## config.mk

```make
export PLATFORM = sky130hd
export DESIGN_NAME = linear_array_deque_top
export DESIGN_NICKNAME = d
export VERILOG_FILES = /design/src/rtl/ldq_pkg.sv /design/src/rtl/linear_array_deque_top.sv
export SDC_FILE = /design/constraint.sdc
export NUM_CORES = 1
export LEC_CHECK = 0
export ABC_AREA = 1
export BUFFER_PORTS_ARGS = -buffer_cell sky130_fd_sc_hd__buf_2
export CORE_ASPECT_RATIO = 1.75
export CORE_MARGIN = 2
export CORE_UTILIZATION = 50
export DETAILED_ROUTE_END_ITERATION = 6
export GPL_ROUTABILITY_DRIVEN = 0
export PLACE_DENSITY = 0.78
export SETUP_SLACK_MARGIN = 0.3
export SYNTH_ARGS = -nofsm -noshare
export SYNTH_HDL_FRONTEND = slang
export SYNTH_SLANG_ARGS = --single-unit
```

## constraint.sdc

```tcl
create_clock -name i_clk -period 7.94 [get_ports i_clk]
set_clock_uncertainty 0.2 [all_clocks]
set_input_delay 0.794 -clock i_clk [delete_from_list [all_inputs] [get_ports i_clk]]
set_output_delay 0.794 -clock i_clk [all_outputs]
set_load 0.05 [all_outputs]
```

## src/rtl/ldq_pkg.sv

```systemverilog
// ldq_pkg: shared types and constants for the linear array deque
// operation codes, status codes and default sizes; no dependencies
`default_nettype none

package ldq_pkg;

    localparam int DEPTH_DEF  = 8;
    localparam int DATA_W_DEF = 32;
    localparam int VALUE_W    = 32;
    localparam int FUNC_W     = 2;
    localparam int STATUS_W   = 2;

    typedef enum logic [FUNC_W-1:0] {
        FN_INS_FRONT = 2'd0,
        FN_INS_REAR  = 2'd1,
        FN_DEL_FRONT = 2'd2,
        FN_DEL_REAR  = 2'd3
    } t_func;

    typedef enum logic [STATUS_W-1:0] {
        ST_OK      = 2'd0,
        ST_FULL    = 2'd1,
        ST_NO_ROOM = 2'd2,
        ST_EMPTY   = 2'd3
    } t_status;

endpackage

`default_nettype wire

```

## src/rtl/linear_array_deque_top.sv

```systemverilog
// linear_array_deque_top: double-ended queue kept in a linear, non-wrapping array
// depends on ldq_pkg for operation codes, status codes and default sizes
`default_nettype none

// A command is taken at a rising edge where start is high and busy is low. Each
// command (insert front, insert rear, delete front, delete rear) gives exactly one
// result, shown on o_status, o_removed_value and o_occupancy for one cycle with
// o_valid high, in the cycle after the command was taken. The receiver cannot hold
// results off and need not: a new item may be given in every cycle while busy is
// low, so the block sustains one item per clock. busy is high only during reset
// and in the cycle after it. The array does not wrap: an insert fails with status
// no room when its own end has reached the array edge, even if the other end has
// space. Entries are not cleared at reset; only live entries are ever read.
module linear_array_deque_top #(
    parameter int DEPTH      = ldq_pkg::DEPTH_DEF,
    parameter int DATA_WIDTH = ldq_pkg::DATA_W_DEF,
    parameter int OCC_W      = $clog2(DEPTH + 1)
) (
    input  wire logic                          i_clk,
    input  wire logic                          i_rst_n,
    input  wire logic                          start,
    output logic                               busy,
    input  wire logic [ldq_pkg::FUNC_W-1:0]    i_func,
    input  wire logic [ldq_pkg::VALUE_W-1:0]   i_value,
    output logic                               o_valid,
    output logic [ldq_pkg::STATUS_W-1:0]       o_status,
    output logic [ldq_pkg::VALUE_W-1:0]        o_removed_value,
    output logic [OCC_W-1:0]                   o_occupancy
);
    import ldq_pkg::*;

    localparam int IDX_W   = $clog2(DEPTH);
    // stored width: bits above the value port are always zero, so never kept
    localparam int STORE_W = (DATA_WIDTH < VALUE_W) ? DATA_WIDTH : VALUE_W;
    localparam logic [IDX_W-1:0] LAST_IDX = IDX_W'(DEPTH - 1);

    // pointer state in flops, element storage in a synchronous memory
    logic [IDX_W-1:0]   r_front, n_front;
    logic [IDX_W-1:0]   r_rear, n_rear;
    logic               r_empty, n_empty;
    logic [OCC_W-1:0]   r_count, n_count;

    // result stage
    logic               r_valid;
    t_status            r_status, n_status;
    logic               r_del_ok, n_del_ok;
    logic [OCC_W-1:0]   r_occ;
    logic               r_busy;

    logic [STORE_W-1:0] mem [DEPTH];
    logic [STORE_W-1:0] r_rd;

    logic               accept;
    t_func              func;
    logic               full;
    logic               wr_en;
    logic [IDX_W-1:0]   wr_idx;
    logic               rd_en;
    logic [IDX_W-1:0]   rd_idx;

    assign accept = start && !r_busy;
    assign func   = t_func'(i_func);
    assign full   = !r_empty && (r_front == '0) && (r_rear == LAST_IDX);

    // operation decode: pointer moves, memory access and status
    always_comb begin
        n_front  = r_front;
        n_rear   = r_rear;
        n_empty  = r_empty;
        n_count  = r_count;
        n_status = ST_OK;
        n_del_ok = 1'b0;
        wr_en    = 1'b0;
        wr_idx   = r_front;
        rd_en    = 1'b0;
        rd_idx   = r_front;
        unique case (func)
            FN_INS_FRONT, FN_INS_REAR: begin
                priority if (full) begin
                    n_status = ST_FULL;
                end else if (r_empty) begin
                    // first element always lands at index 0
                    n_front = '0;
                    n_rear  = '0;
                    n_empty = 1'b0;
                    n_count = OCC_W'(1);
                    wr_en   = 1'b1;
                    wr_idx  = '0;
                end else if (func == FN_INS_FRONT) begin
                    if (r_front == '0) begin
                        n_status = ST_NO_ROOM;
                    end else begin
                        n_front = r_front - IDX_W'(1);
                        n_count = r_count + OCC_W'(1);
                        wr_en   = 1'b1;
                        wr_idx  = r_front - IDX_W'(1);
                    end
                end else begin
                    if (r_rear == LAST_IDX) begin
                        n_status = ST_NO_ROOM;
                    end else begin
                        n_rear  = r_rear + IDX_W'(1);
                        n_count = r_count + OCC_W'(1);
                        wr_en   = 1'b1;
                        wr_idx  = r_rear + IDX_W'(1);
                    end
                end
            end
            FN_DEL_FRONT, FN_DEL_REAR: begin
                priority if (r_empty) begin
                    n_status = ST_EMPTY;
                end else if (r_front == r_rear) begin
                    // last element out: back to the reset shape
                    rd_en    = 1'b1;
                    rd_idx   = r_front;
                    n_del_ok = 1'b1;
                    n_front  = '0;
                    n_rear   = '0;
                    n_empty  = 1'b1;
                    n_count  = '0;
                end else if (func == FN_DEL_FRONT) begin
                    rd_en    = 1'b1;
                    rd_idx   = r_front;
                    n_del_ok = 1'b1;
                    n_front  = r_front + IDX_W'(1);
                    n_count  = r_count - OCC_W'(1);
                end else begin
                    rd_en    = 1'b1;
                    rd_idx   = r_rear;
                    n_del_ok = 1'b1;
                    n_rear   = r_rear - IDX_W'(1);
                    n_count  = r_count - OCC_W'(1);
                end
            end
            default: begin
                n_status = ST_OK;
            end
        endcase
    end

    // control state
    always_ff @(posedge i_clk) begin
        if (!i_rst_n) begin
            r_front <= '0;
            r_rear  <= '0;
            r_empty <= 1'b1;
            r_count <= '0;
            r_valid <= 1'b0;
            r_busy  <= 1'b1;
        end else begin
            r_busy  <= 1'b0;
            r_valid <= accept;
            if (accept) begin
                r_front <= n_front;
                r_rear  <= n_rear;
                r_empty <= n_empty;
                r_count <= n_count;
            end
        end
    end

    // result payload, no reset needed
    always_ff @(posedge i_clk) begin
        if (accept) begin
            r_status <= n_status;
            r_del_ok <= n_del_ok;
            r_occ    <= n_count;
        end
    end

    // entry memory: one write or one registered read per item; a read of an
    // entry written by the previous item sees the new data, as the write lands
    // at the earlier edge
    always_ff @(posedge i_clk) begin
        if (accept && wr_en) begin
            mem[wr_idx] <= i_value[STORE_W-1:0];
        end
    end

    always_ff @(posedge i_clk) begin
        if (accept && rd_en) begin
            r_rd <= mem[rd_idx];
        end
    end

    assign busy            = r_busy;
    assign o_valid         = r_valid;
    assign o_status        = r_status;
    assign o_removed_value = r_del_ok ? VALUE_W'(r_rd) : '0;
    assign o_occupancy     = r_occ;

endmodule

`default_nettype wire

```

==> impl_metrics.yaml <==
pwr:
  power.leakage_nw: 6.774
  p_per_area_mw_per_mm2: 222.2
  peakVddDrop_mv: 0.2088
  switchingPower_uw: 822.7
  seqPwrFrac_pct: 52.6
  switching_share_pct: 23.91
  combPwrFrac_pct: 9.8
  clock_power_share_pct: 37.6
  internal_power_mw: 2.618
worst_setup_path:
  crit_start: "r_empty"
  cp-end-kind: "flop"
  cp_data_arrival_time_ps: 3900
  crit_type: "flop to flop"
  regToRegStartpoint: "r_empty"
  path_max_fanout: 100
  worstPathRequired_ps: 8160
  r2r_setup_slack_ps: 4260
  r2r-end: "r_rd[7]"
  startpoint_type: "flop"
  r2r_cells: 11
placed_design:
  dpl_cell_area_mm2: 0.01462
  io_buffer_count: 76
  hpwl_mm: 17.38
final_layout:
  final_nets: 1513
  syn2layout_area_growth_pct: 11.00
  fin_area_mm2: 0.01549
  layout-drive-gt1-share_pct: 11.16
  post-route-util_pct: 56.68
min_path:
  min_to: "mem[0][4]"
  hold_class: "input pin to flop"
  min_path_cells: 1
  hp-start: "i_value[4]"
timing:
  rsz0062_at_grt: "no"
  tns_ps: 0
  period_needed_ps: 3683
  worst_pin_slew_ps: 1175
  hold_viol_final: 0
  maxSlewViolCount: 0
  fmax_mhz: 271.5
  slew_headroom_pct: 21.63
  layout_worst_path_cycle_share_pct: 46.38
  finalSetupViolations: 0
detailed_routing:
  wl_per_cell_um: 16.89
  drt_wl_total_mm: 31.38
  drcViolationCount: 0
  detail-route-antenna-nets: 0
  drt_iter0_drc: 1065
  num_vias: 9977
  avgViaCountPerCell: 5.370
  dr.pass1.iters: 5
clocking:
  cts_tree: "yes"
  numClockSinks: 308
  ctsResizeCount: 0
  cts_hold_buf: 0
  path_clk_slew_ps: 70
  clockBufferDepth: 3
  htree_levels: 1
  insertion_delay_ps: 540
  cts_buffers: 26
  post-cts-setup-buffer-count: 0
  root_buffer: "clkbuf_16"
floorplan:
  ios: 77
  rows: 80
  die_h_um: 225.0
  die_w_um: 130.3
  core_mm2: 0.02733
  design.die.area_mm2: 0.02931
  start_util_pct: 51.06
grt:
  gr-total-overflow: 0
  first_global_vias: 9567
  globalRoute.busiestLayer: "met2"
  grt_pass1_wl_mm: 48.34
  gr-usage-met3_pct: 2.825
  grtUsageTotal_pct: 21.36
  antenna_found_initial: 4
  grt_use_met2_pct: 38.34
  grt_max_degree: 106
  use_met1_pct: 24.93
logic_synthesis:
  yosysTopAreaCell: "edfxtp_1"
  synth_nets: 1470
  async_reset_ff_share_pct: 0
  yosys-top-cells-area: "edfxtp_1 (63%), nand2_1 (13%), nand3_1 (10%)"
  synth.cell_area_mm2: 0.01395
  ys_warn_count: 0
  avgSynthCellArea_um2: 9.792
  synth_top_area_share_pct: 63.49
  synthTopCellsByCount: "nand2_1 (480), edfxtp_1 (295), nand3_1 (278)"
  synthFlopType: "edfxtp_1"
  yosysSeqAreaShare_pct: 65.35
  synth-seq-cells: 308
  synth-edff-count: 295
  synth_cells: 1425
  yosysUniqueCellTypes: 25
  yosysMostFrequentCell: "nand2_1"
outcome:
  status: "finished clean"
run:
  max-cap-violations: 0
==> cells by family after synthesis <==
family | count (synthesis) | synth area share, %
AOI/OAI and AO/OA | 31 | 1.193
xor gates and xnor gates | 8 | 0.5022
adders and majority gates | 8 | 0.7174
buffers and inverters | 270 | 7.989
DFF | 308 | 65.35
and+or+nand+nor | 800 | 24.25
==> routing by layer <==
layer  vias up  wire (um)
met5         -         21
met4         4       1161
met3       108       2012
met2       415      16720
met1      4695      11460
li1       4755          -
==> sequential cells by signal, indices dropped and copies added (netlist names) <==
name         flops
o_valid          1
r_count          4
busy             1
r_front          3
mem            256
r_rear           3
o_status         2
o_occupancy      4
r_empty          1
r_rd            32
r_del_ok         1
==> worst max-delay path by stage <==
stage | to | slack (ps) | cells after the start
detailed placement | r_rd[15] | 4050 | 13
CTS | r_rd[7] | 4330 | 11
global route | r_rd[30] | 4040 | 11
floorplan | r_rd[0] | 3800 | 4
finish | r_rd[7] | 4260 | 11
global placement | r_rd[5] | 4130 | 13
==> power by group through the flow <==
stage          clock network (mW)  registers (mW)  logic, mW
2_1_floorplan                   0            1.85      0.236
5_1_grt                      1.35            1.81      0.374
3_3_place_gp                    0            1.85      0.320
3_5_place_dp                    0            1.85      0.331
6_report                     1.29            1.81      0.337
4_1_cts                      1.30            1.81      0.334
==> layout make-up <==
class / instances / area, um^2
antenna: 2 / 5.005
clock buffer: 30 / 686.9
clock inverter: 17 / 177.7
fill: 2188 / 11840
tap: 369 / 461.7
sequential: 308 / 9119
multi-input combinational: 847 / 3802
inverter: 190 / 713.2
timing repair buffer: 95 / 523.0
==> through the flow <==
| step | power [mW] | hold WS, ps | setup slack, ps | instances |
|---|---|---|---|---|
| 6_report | 3.441 | 312.4 | 4257 | 1858 |
| 5_1_grt | 3.541 | 313.0 | 4045 | 1858 |
| 4_1_cts | 3.448 | 295.8 | 4335 | 1856 |
| 3_5_place_dp | 2.178 | 310.1 | 4047 | 1809 |
| 3_3_place_gp | 2.166 | 304.7 | 4129 | 1809 |
| 2_1_floorplan | 2.087 | 289.2 | 3799 | 1425 |
==> cells in the final DEF (no fill, tap or decap) <==
cell type and instances:
a21boi_0 1, a21oi_1 10, buf_2 76, buf_4 19
bufinv_16 3, clkbuf_1 3, clkbuf_16 27, clkinv_1 3
clkinv_2 5, clkinv_4 2, clkinvlp_4 3, dfxtp_1 13
diode_2 2, edfxtp_1 295, ha_1 8, inv_1 179
inv_2 11, inv_8 1, nand2_1 477, nand2_2 3
nand2_4 2, nand3_1 278, nand3_2 1, nand4_1 5
nor2_1 22, nor2_2 3, nor2_4 8, nor3_2 1
o211ai_1 2, o21ai_0 16, o21ai_1 1, o21ai_2 1
xnor2_1 8
==> worst max-delay path: stages, from the launching register on <==
cell     delay, ps
dfxtp_1        600
inv_2          220
nand3_2        170
nand2_4        360
nand2_4        460
buf_4          860
nand2_1        160
nand2_1        120
inv_1           40
nand3_1         60
nand3_1         90
nand2_1         90
Power figures use the tool's default switching activity.
